$ cat src/hw/rtl/assert_macros.svh
// Assertion helpers used by the top-level RTL
`ifndef ASSERT_MACROS_SVH
`define ASSERT_MACROS_SVH

// cond must never be true out of reset
`define ASSERT_NEVER(label, clk, rst_n, cond) \
  label: assert property (@(posedge clk) disable iff (!rst_n) !(cond)) \
    else $error("assertion failed: condition must never hold");

// ante implies cons in the same cycle
`define ASSERT_IMPLIES(label, clk, rst_n, ante, cons) \
  label: assert property (@(posedge clk) disable iff (!rst_n) (ante) |-> (cons)) \
    else $error("assertion failed: same-cycle implication");

// ante implies cons in the next cycle
`define ASSERT_NEXT(label, clk, rst_n, ante, cons) \
  label: assert property (@(posedge clk) disable iff (!rst_n) (ante) |=> (cons)) \
    else $error("assertion failed: next-cycle implication");

`endif

$ cat src/hw/rtl/euc_pkg.sv
package euc_pkg;

  // sizing defaults
  localparam int HOST_SIZE_DEF   = 64;
  localparam int QUEUE_DEPTH_DEF = 4;
  localparam int RES_DEPTH       = 2;

  // port limits
  localparam logic [15:0] DEFAULT_PORT_RST = 16'd4222;
  localparam logic [19:0] PORT_MAX         = 20'd65535;

  // scheme prefix
  localparam int PREFIX_LEN = 7;

  // character codes
  localparam logic [7:0] CH_AT     = 8'h40;
  localparam logic [7:0] CH_SLASH  = 8'h2F;
  localparam logic [7:0] CH_QUEST  = 8'h3F;
  localparam logic [7:0] CH_SPACE  = 8'h20;
  localparam logic [7:0] CH_TAB    = 8'h09;
  localparam logic [7:0] CH_LBRACK = 8'h5B;
  localparam logic [7:0] CH_RBRACK = 8'h5D;
  localparam logic [7:0] CH_COLON  = 8'h3A;
  localparam logic [7:0] CH_ZERO   = 8'h30;
  localparam logic [7:0] CH_NINE   = 8'h39;

  // classified byte as passed from front to back
  typedef struct packed {
    logic [7:0] ch;
    logic       last;
    logic       forbidden;
    logic       colon;
    logic       digit;
    logic [3:0] dval;
  } cls_t;

  // verdict for one string
  typedef struct packed {
    logic        accepted;
    logic        prefix_skipped;
    logic [5:0]  host_len;
    logic [15:0] port_number;
  } res_t;

  // "nats://" by position
  function automatic logic [7:0] scheme_char(input logic [2:0] pos);
    logic [7:0] c;
    case (pos)
      3'd0:    c = 8'h6E;
      3'd1:    c = 8'h61;
      3'd2:    c = 8'h74;
      3'd3:    c = 8'h73;
      3'd4:    c = CH_COLON;
      3'd5:    c = CH_SLASH;
      3'd6:    c = CH_SLASH;
      default: c = 8'h00;
    endcase
    return c;
  endfunction

endpackage

$ cat src/hw/rtl/euc_fifo.sv
module euc_fifo #(
  parameter type item_t = logic,
  parameter int  DEPTH  = 4
) (
  input  logic  clk,
  input  logic  rst_n,
  input  logic  wr_en,
  input  item_t wr_data,
  output logic  full,
  input  logic  rd_en,
  output item_t rd_data,
  output logic  empty
);

  localparam int PW = (DEPTH > 1) ? $clog2(DEPTH) : 1;
  localparam int CW = $clog2(DEPTH + 1);

  item_t          mem_r [DEPTH];
  logic [PW-1:0]  wr_ptr_r, wr_ptr_nxt;
  logic [PW-1:0]  rd_ptr_r, rd_ptr_nxt;
  logic [CW-1:0]  count_r, count_nxt;
  logic           do_wr, do_rd;

  assign full    = (count_r == CW'(DEPTH));
  assign empty   = (count_r == '0);
  assign do_wr   = wr_en && !full;
  assign do_rd   = rd_en && !empty;
  assign rd_data = mem_r[rd_ptr_r];

  // pointer and count update
  always_comb begin
    wr_ptr_nxt = wr_ptr_r;
    rd_ptr_nxt = rd_ptr_r;
    count_nxt  = count_r;
    if (do_wr) begin
      wr_ptr_nxt = (wr_ptr_r == PW'(DEPTH - 1)) ? '0 : wr_ptr_r + 1'b1;
    end
    if (do_rd) begin
      rd_ptr_nxt = (rd_ptr_r == PW'(DEPTH - 1)) ? '0 : rd_ptr_r + 1'b1;
    end
    if (do_wr && !do_rd) begin
      count_nxt = count_r + 1'b1;
    end else if (do_rd && !do_wr) begin
      count_nxt = count_r - 1'b1;
    end
  end

  always_ff @(posedge clk) begin
    if (!rst_n) begin
      wr_ptr_r <= '0;
      rd_ptr_r <= '0;
      count_r  <= '0;
    end else begin
      wr_ptr_r <= wr_ptr_nxt;
      rd_ptr_r <= rd_ptr_nxt;
      count_r  <= count_nxt;
    end
  end

  // storage, no reset
  always_ff @(posedge clk) begin
    if (do_wr) begin
      mem_r[wr_ptr_r] <= wr_data;
    end
  end

endmodule

$ cat src/hw/rtl/euc_front.sv
module euc_front (
  input  logic          push,
  input  logic [7:0]    in_char_byte,
  input  logic          in_last_byte,
  input  logic          q_full,
  output logic          q_wr,
  output euc_pkg::cls_t q_item
);

  import euc_pkg::*;

  assign q_wr = push && !q_full;

  // byte classification
  always_comb begin
    q_item.ch        = in_char_byte;
    q_item.last      = in_last_byte;
    q_item.forbidden = in_char_byte inside {CH_AT, CH_SLASH, CH_QUEST, CH_SPACE,
                                            CH_TAB, CH_LBRACK, CH_RBRACK};
    q_item.colon     = (in_char_byte == CH_COLON);
    q_item.digit     = in_char_byte inside {[CH_ZERO:CH_NINE]};
    q_item.dval      = 4'(in_char_byte - CH_ZERO);
  end

endmodule

$ cat src/hw/rtl/euc_back.sv
module euc_back #(
  parameter int HOST_SIZE = euc_pkg::HOST_SIZE_DEF
) (
  input  logic          clk,
  input  logic          rst_n,
  input  logic [15:0]   default_port,
  input  logic          q_empty,
  input  euc_pkg::cls_t q_item,
  output logic          q_rd,
  input  logic          res_full,
  output logic          res_push,
  output euc_pkg::res_t res_item
);

  import euc_pkg::*;

  localparam int HCW = $clog2(HOST_SIZE + 1);

  logic [2:0]     pos_r, pos_nxt;
  logic           alive_r, alive_nxt;
  logic           colon_r, colon_nxt;
  logic [HCW-1:0] hc_r, hc_nxt;
  logic [15:0]    acc_r, acc_nxt;
  logic           hasd_r, hasd_nxt;
  logic           rej_r, rej_nxt;
  logic           handled;
  logic [19:0]    prod;
  logic           ok;

  assign q_rd     = !q_empty && !res_full;
  assign res_push = q_rd && q_item.last;

  // per-byte state update
  always_comb begin
    pos_nxt   = pos_r;
    alive_nxt = alive_r;
    colon_nxt = colon_r;
    hc_nxt    = hc_r;
    acc_nxt   = acc_r;
    hasd_nxt  = hasd_r;
    rej_nxt   = rej_r;
    handled   = 1'b0;
    prod      = ({4'b0, acc_r} << 3) + ({4'b0, acc_r} << 1) + 20'(q_item.dval);

    // scheme prefix match
    if (alive_r && (pos_r < 3'(PREFIX_LEN))) begin
      if (q_item.ch == scheme_char(pos_r)) begin
        pos_nxt = pos_r + 1'b1;
        if (pos_r == 3'(PREFIX_LEN - 1)) begin
          colon_nxt = 1'b0;
          hc_nxt    = '0;
          acc_nxt   = '0;
          hasd_nxt  = 1'b0;
          rej_nxt   = 1'b0;
          handled   = 1'b1;
        end
      end else begin
        alive_nxt = 1'b0;
      end
    end

    // host / port parse
    if (!handled) begin
      if (q_item.forbidden) begin
        rej_nxt = 1'b1;
      end else if (!colon_r) begin
        if (q_item.colon) begin
          colon_nxt = 1'b1;
        end else if (hc_r < HCW'(HOST_SIZE)) begin
          hc_nxt = hc_r + 1'b1;
        end
      end else if (!q_item.digit) begin
        rej_nxt = 1'b1;
      end else begin
        if (!rej_r) begin
          if (prod > PORT_MAX) begin
            rej_nxt = 1'b1;
            acc_nxt = '0;
          end else begin
            acc_nxt = prod[15:0];
          end
        end
        hasd_nxt = 1'b1;
      end
    end

    // verdict on the final byte
    ok = !rej_nxt && (hc_nxt != '0) && (hc_nxt < HCW'(HOST_SIZE));
    if (colon_nxt && (!hasd_nxt || (acc_nxt == '0))) begin
      ok = 1'b0;
    end
    res_item.accepted       = ok;
    res_item.prefix_skipped = ok && alive_nxt && (pos_nxt == 3'(PREFIX_LEN));
    res_item.host_len       = ok ? 6'(hc_nxt) : 6'd0;
    res_item.port_number    = !ok ? 16'd0 : (colon_nxt ? acc_nxt : default_port);
  end

  // parse state; cleared after each final byte
  always_ff @(posedge clk) begin
    if (!rst_n || (q_rd && q_item.last)) begin
      pos_r   <= '0;
      alive_r <= 1'b1;
      colon_r <= 1'b0;
      hc_r    <= '0;
      acc_r   <= '0;
      hasd_r  <= 1'b0;
      rej_r   <= 1'b0;
    end else if (q_rd) begin
      pos_r   <= pos_nxt;
      alive_r <= alive_nxt;
      colon_r <= colon_nxt;
      hc_r    <= hc_nxt;
      acc_r   <= acc_nxt;
      hasd_r  <= hasd_nxt;
      rej_r   <= rej_nxt;
    end
  end

endmodule

$ cat src/hw/rtl/endpoint_url_checker_top.sv
// A verdict enters the verdict queue as its last byte is taken and shows on the out_ ports at its head.
// Throughput: one byte per cycle; the back end consumes a queued byte each cycle
// the result queue has room, so a stalled consumer backs up into full.
// Reset: synchronous active-low rst_n empties both queues, clears parse state and
// loads default_port with 4222.
`include "assert_macros.svh"

module endpoint_url_checker_top #(
  parameter int HOST_SIZE   = euc_pkg::HOST_SIZE_DEF,
  parameter int QUEUE_DEPTH = euc_pkg::QUEUE_DEPTH_DEF
) (
  input  logic        clk,
  input  logic        rst_n,
  // byte requests
  input  logic        push,
  output logic        full,
  input  logic [7:0]  in_char_byte,
  input  logic        in_last_byte,
  // verdict requests
  output logic        empty,
  input  logic        pop,
  output logic        out_accepted,
  output logic        out_prefix_skipped,
  output logic [5:0]  out_host_len,
  output logic [15:0] out_port_number,
  // configuration
  input  logic        cfg_wr_en,
  input  logic [15:0] cfg_wr_data
);

  import euc_pkg::*;

  logic        cls_wr, cls_rd, cls_empty;
  cls_t        cls_wr_item, cls_rd_item;
  logic        res_push, res_full;
  res_t        res_wr_item, res_rd_item;
  logic [15:0] default_port_r;

  // default port register
  always_ff @(posedge clk) begin
    if (!rst_n) begin
      default_port_r <= DEFAULT_PORT_RST;
    end else if (cfg_wr_en) begin
      default_port_r <= cfg_wr_data;
    end
  end

  euc_front u_front (
    .push         (push),
    .in_char_byte (in_char_byte),
    .in_last_byte (in_last_byte),
    .q_full       (full),
    .q_wr         (cls_wr),
    .q_item       (cls_wr_item)
  );

  // front-to-back byte queue
  euc_fifo #(.item_t(cls_t), .DEPTH(QUEUE_DEPTH)) u_cls_q (
    .clk     (clk),
    .rst_n   (rst_n),
    .wr_en   (cls_wr),
    .wr_data (cls_wr_item),
    .full    (full),
    .rd_en   (cls_rd),
    .rd_data (cls_rd_item),
    .empty   (cls_empty)
  );

  euc_back #(.HOST_SIZE(HOST_SIZE)) u_back (
    .clk          (clk),
    .rst_n        (rst_n),
    .default_port (default_port_r),
    .q_empty      (cls_empty),
    .q_item       (cls_rd_item),
    .q_rd         (cls_rd),
    .res_full     (res_full),
    .res_push     (res_push),
    .res_item     (res_wr_item)
  );

  // verdict queue
  euc_fifo #(.item_t(res_t), .DEPTH(RES_DEPTH)) u_res_q (
    .clk     (clk),
    .rst_n   (rst_n),
    .wr_en   (res_push),
    .wr_data (res_wr_item),
    .full    (res_full),
    .rd_en   (pop),
    .rd_data (res_rd_item),
    .empty   (empty)
  );

  assign out_accepted       = res_rd_item.accepted;
  assign out_prefix_skipped = res_rd_item.prefix_skipped;
  assign out_host_len       = res_rd_item.host_len;
  assign out_port_number    = res_rd_item.port_number;

  // checks
  `ASSERT_NEVER(a_res_no_overflow, clk, rst_n, res_push && res_full)
  `ASSERT_IMPLIES(a_reject_zero, clk, rst_n, !empty && !out_accepted, (out_port_number == 16'd0) && (out_host_len == 6'd0) && !out_prefix_skipped)
  `ASSERT_NEXT(a_byte_queued, clk, rst_n, cls_wr, !cls_empty)

endmodule
$ cat config.mk
export PLATFORM = sky130hd
export DESIGN_NAME = endpoint_url_checker_top
export DESIGN_NICKNAME = d
export VERILOG_FILES = /design/src/hw/rtl/euc_pkg.sv /design/src/hw/rtl/euc_fifo.sv /design/src/hw/rtl/euc_front.sv /design/src/hw/rtl/euc_back.sv /design/src/hw/rtl/endpoint_url_checker_top.sv
export VERILOG_INCLUDE_DIRS = /design/src /design/src/hw/rtl
export SDC_FILE = /design/constraint.sdc
export NUM_CORES = 1
export LEC_CHECK = 0
export BUFFER_PORTS_ARGS = -buffer_cell sky130_fd_sc_hd__buf_4
export CAP_MARGIN = 30
export CORE_ASPECT_RATIO = 0.5
export CORE_MARGIN = 4
export CORE_UTILIZATION = 34
export DETAILED_ROUTE_END_ITERATION = 10
export GPL_ROUTABILITY_DRIVEN = 0
export GPL_TIMING_DRIVEN = 1
export HOLD_SLACK_MARGIN = 0.12
export PLACE_DENSITY = 0.57
export SYNTH_ARGS = -nofsm -noshare
export SYNTH_HDL_FRONTEND = slang
export SYNTH_HIERARCHICAL = 1
export SYNTH_SLANG_ARGS = --single-unit
$ cat constraint.sdc
create_clock -name clk -period 6.1 [get_ports clk]
set_input_delay 0 -clock clk [delete_from_list [all_inputs] [get_ports clk]]
set_output_delay 0 -clock clk [all_outputs]
set_load 0.01 [all_outputs]
-- After elaboration in Yosys (flattened, before gate mapping)
Memories as Yosys holds them, arrays and structs flattened. A register that Yosys moved wholly into a read port is not among the register bits.
Cells that the tools add are included.
- bits of input ports: 30
- logic and storage cells: 164
- output and inout port bits: 26
- memory bits (writable): 112
- memories kept: 2
- register bits after elaboration: 57
- add/subtract/negate cells: 13
- equality and inequality tests: 20
- magnitude comparators: 6
- mux-type cells: 69
- reduce and logical (&&, ||, !) cells: 40
- memory list (name ; depth ; bits a word ; read ports ; clocked after memory_dff ; wr ports ; RTL line ; RTL):
    u_cls_q.mem_r ; 4 ; 16 ; 1 ; 1 ; 1 ; euc_fifo.sv:18 ; item_t mem_r [DEPTH];
    u_res_q.mem_r ; 2 ; 24 ; 1 ; 1 ; 1 ; euc_fifo.sv:18 ;
- operators by type and width (operator ; number):
    $mux 16 ; 11
    $mux 7 ; 8
    $pmux 7 s6 ; 1
    $mux 1 ; 37
    $eq 8x6->1 const B ; 4
    $eq 8x7->1 const B ; 3
    $add 19x17->20 ; 1
    $add 20x4->20 ; 1
    $gt 20x16->1 const B ; 1
    $logic_and 1x1->1 ; 18
    $logic_not 16->1 ; 1
    $eq 3x3->1 const B ; 5
    $lt 7x7->1 const B ; 2
    $reduce_bool 7->1 ; 2
    $mux 2 ; 6
    $mux 3 ; 4
    $logic_not 1->1 ; 11
    $eq 8x4->1 const B ; 1
    $eq 8x8->1 ; 1
    $ge 8x6->1 const B ; 1
    $le 8x6->1 const B ; 1
    $mux 8 ; 1
    $add 7x1->7 const B ; 1
    $add 2x1->2 const B ; 3
    15 further kinds ; 23

-- Logic depth before layout (Yosys ltp)
- depth after elaboration: 19
- depth in mapped cells: 17
- depth with buffers taken out: 13

-- Modules after synthesis
Netlist, hierarchy kept.
- modules (own cells, without submodules) (module ; area each (um^2) ; sequential area each (um^2) ; times used ; cells each):
    euc_back ; 3419.5 ; 600.6 ; 1 ; 454
    euc_fifo at u_cls_q ; 2826.5 ; 2102.0 ; 1 ; 135
    euc_fifo at u_res_q ; 1960.6 ; 1541.5 ; 1 ; 100
    endpoint_url_checker_top ; 598.1 ; 320.3 ; 1 ; 51
    euc_front ; 225.2 ; 0.0 ; 1 ; 31

-- Worst setup path after synthesis
No wires, ideal clock.
- path kind: register to register
- from: reg with a tool-made name
- to: mem u_res_q/mem_r[0][23] (netlist name), data pin
- buffers on the path: 3
- path slack: 1.743 ns
- period minus slack after synthesis: 4.357 ns
- library setup time: 0.252 ns
- cell stages (with the launch flop): 16
- required time: 5.848 ns
- arrival: 4.105 ns
- cells stage by stage: dfxtp_1 > buf_6 > buf_12 > mux4_2 > inv_1 > fa_1 > fa_1 > nand2b_1 > a211oi_1 > o21ai_0 > xnor2_1 > or4_1 > nor4_1 > o31a_1 > a21oi_1 > buf_4
- RTL lines (item ; RTL line):
    to (decl) ; euc_fifo.sv:18

==> flow_summary.yaml <==
worst_setup_path:
  critPathRequiredTime_ns: 6.33
  arrival_ns: 5.26
  cp-end-kind: "register"
  timing.reg2reg.worst_path_depth: 14
  rrSetupSlack_ns: 1.07
  startpoint_type: "register"
  critPathMaxStageDelay_ns: 0.81
  crit_family: "compound AO/OA/AOI/OAI gates"
  path_class: "register to register"
  crit_fanout: 17
  critPathCapture: "u_res_q/mem_r[0][11]$_DFFE_PP_"
  worstPathCellList: "mux4_2 -> inv_1 -> fa_1 -> inv_1 -> ha_1 -> a211oi_1 -> o211ai_1 -> a21oi_1 -> a21oi_1 -> a211o_1 -> nor4_4 -> buf_4 -> a221oi_1 -> nor3_1"
  crit_cells: 14
  path_buf_inv: 3
  crit_path_top_delay_cell: "nor4_4"
  reg2reg_to: "u_res_q/mem_r[0][11]$_DFFE_PP_"
final_layout:
  area_delta_synth_final_pct: 20.2
  drive_gt1_frac: 0.170
  nFillCells: 2411
  final_cells: 1220
  post-route-util: 0.423
  final_common_cell: "edfxtp_1"
  multiInputGateArea_um2: 4070
  final-seq-area_um2: 4560
  layout.cells.most_common_list: "edfxtp_1 (112), buf_4 (62), dfxtp_1 (60)"
  nets: 940
  num_antenna_cells: 0
sta:
  finalSetupViolations: 0
  fin_crit_sh: 0.824
  worst_slew_pin_slew_ns: 0.896
  max_freq_mhz: 199
  maxSlewHeadroom: 0.398
  fin_setup_tns_ns: 0
  finalHoldViolCount: 0
  finalCriticalPeriod_ns: 5.03
  slew_violations: 0
  rsz0062_at_grt: "false"
  finalClockSkew_ns: 0.0159
outcome:
  status: "finished clean"
global_routing:
  grt_antenna_before_repair: 0
  grt_usage: 0.151
  overflow: 0
  grt_pass1_wl_um: 34700
  grt_pass1_vias: 6420
  grt_max_degree: 35
route:
  final_antenna_net_count: 0
  drt-initial-drc-count: 514
  wl_per_cell_um: 17.5
  via_count: 6492
  routed_wl_um: 21300
  routed_via_density: 5.32
  drtPass1Iterations: 5
  route.detailed.drc: 0
synthesis:
  syn_nets: 848
  synth_edf_count: 112
  synth_flop_cell: "edfxtp_1"
  synthCells: 771
  synth_top_area_share: 0.372
  yosys_warnings: 6
  ys_top_cells_by_area: "edfxtp_1 (37%), dfxtp_1 (13%), ha_1 (6.1%)"
  avgSynthCellArea_um2: 11.7
  seq_area_frac_synth: 0.505
  yosysUniqueCellTypes: 79
  synthArstFlopShare: 0
  synth_top_area_cell: "edfxtp_1"
  syn_area_um2: 9030
  ys_ff_latch: 172
run:
  cap_violations: 0
die:
  die_h_um: 123
  die_area_um2: 29400
  start_util: 0.352
  ios: 56
  placementRows: 41
  die_w_um: 238
  coreArea_um2: 25600
place:
  dpl.hpwl_um: 14900
  dp.cells: 1129
  port_buffers: 55
cts:
  cts_resized: 0
  htreeDepth: 4
  clockBufferDepth: 2
  cts-hold-fix-buffers: 59
  clk_pin_slew_ns: 0.07
  cts_tree: "yes"
  cts_setup_buffers: 0
  clk_latency_ns: 0.45
  root_buffer: "clkbuf_16"
  clock-sinks: 172
  numCtsBuffers: 17
min_path:
  hold_path_class: "input port to register"
  worstHoldStart: "push"
power_and_ir_drop:
  vdd_drop_max_mv: 0.196
  p_leak_nw: 4.03
  p_per_area_nw_per_um2: 368
routing by layer:
metal	global-route usage	vias up	wire (µm)
met5	0	-	0
met4	0.0453	0	295
met3	0.0368	20	1190
met2	0.234	186	9430
met1	0.211	3171	10400
li1	-	3115	-
kinds of logic after synthesis:
group,synth area share
xor+xnor,0.0242
simple gates,0.133
mux,0.0991
fa+ha+maj,0.0676
compound gates,0.124
flops,0.505
buf+inv,0.0457
worst register-to-register path: stages (launching register included):
cell	delay, ns
dfxtp_1	0.41
mux4_2	0.52
inv_1	0.09
fa_1	0.44
inv_1	0.08
ha_1	0.24
a211oi_1	0.44
o211ai_1	0.27
a21oi_1	0.33
a21oi_1	0.12
a211o_1	0.37
nor4_4	0.81
buf_4	0.34
a221oi_1	0.10
nor3_1	0.26
stage by stage:
step	hold slack, ns	instance area (µm²)	worst slack, ns	power [mW]
4_1_cts	0.139	10900	1.14	4.04
6_report	0.151	10900	1.07	3.99
2_1_floorplan	0.118	9030	1.74	2.48
5_1_grt	0.194	10900	0.801	4.22
3_5_place_dp	0.209	9680	1.15	2.92
3_3_place_gp	0.205	9630	1.34	2.88
how the worst min path moves through the flow:
stage / endpoint / slack, ns / cells after the start
after global placement: u_cls_q/mem_r[3][7]$_DFFE_PP_ / 0.21 / 1
after global routing: u_cls_q/wr_ptr_r[1]$_SDFFE_PN0P_ / 0.19 / 4
after detailed placement: u_cls_q/mem_r[1][7]$_DFFE_PP_ / 0.21 / 1
after CTS: u_cls_q/wr_ptr_r[1]$_SDFFE_PN0P_ / 0.14 / 4
final: u_cls_q/wr_ptr_r[1]$_SDFFE_PN0P_ / 0.15 / 4
after floorplan: u_res_q/wr_ptr_r$_SDFFE_PN0P_ / 0.12 / 1
Yosys cell counts (all sizes together) (22+ instances only):
library cell,n
nor2,50
ha,44
edfxtp,112
a211oi,23
buf,34
o21ai,22
a21oi,40
inv,25
mux2,25
dfxtp,60
mux2i,23
nand2,58
report_power, final:
group | internal, mW | total, mW | leakage (nW) | switching, mW
Clock | 0.576 | 1.07 | 0.269 | 0.493
Sequential | 1.48 | 1.56 | 1.54 | 0.0847
Combinational | 0.578 | 1.36 | 2.22 | 0.780
sequential cells by signal, indices dropped and copies added, names as in the netlist, named ones only:
| name | count |
|---|---|
| u_cls_q/mem_r | 64 |
| u_res_q/mem_r | 48 |
| default_port_r | 16 |
| u_back/acc_r | 16 |
| u_back/hc_r | 7 |
| u_back/pos_r | 3 |
| u_cls_q/count_r | 3 |
| u_cls_q/rd_ptr_r | 2 |
| u_cls_q/wr_ptr_r | 2 |
| u_res_q/count_r | 2 |
| u_back/alive_r | 1 |
| u_back/colon_r | 1 |
| u_back/hasd_r | 1 |
| u_back/rej_r | 1 |
| u_res_q/rd_ptr_r | 1 |
| u_res_q/wr_ptr_r | 1 |
final cells by class:
| type | count | share of cell area |
|---|---|---|
| inverters | 26 | 0.00899 |
| clock buffers | 17 | 0.0392 |
| flip-flops and latches | 172 | 0.421 |
| repair buffers | 123 | 0.102 |
| well taps | 344 | 0.0397 |
| multi-input cells | 523 | 0.375 |
| clock inverters | 15 | 0.0142 |
Note: power is estimated with default switching activity, not from simulation.
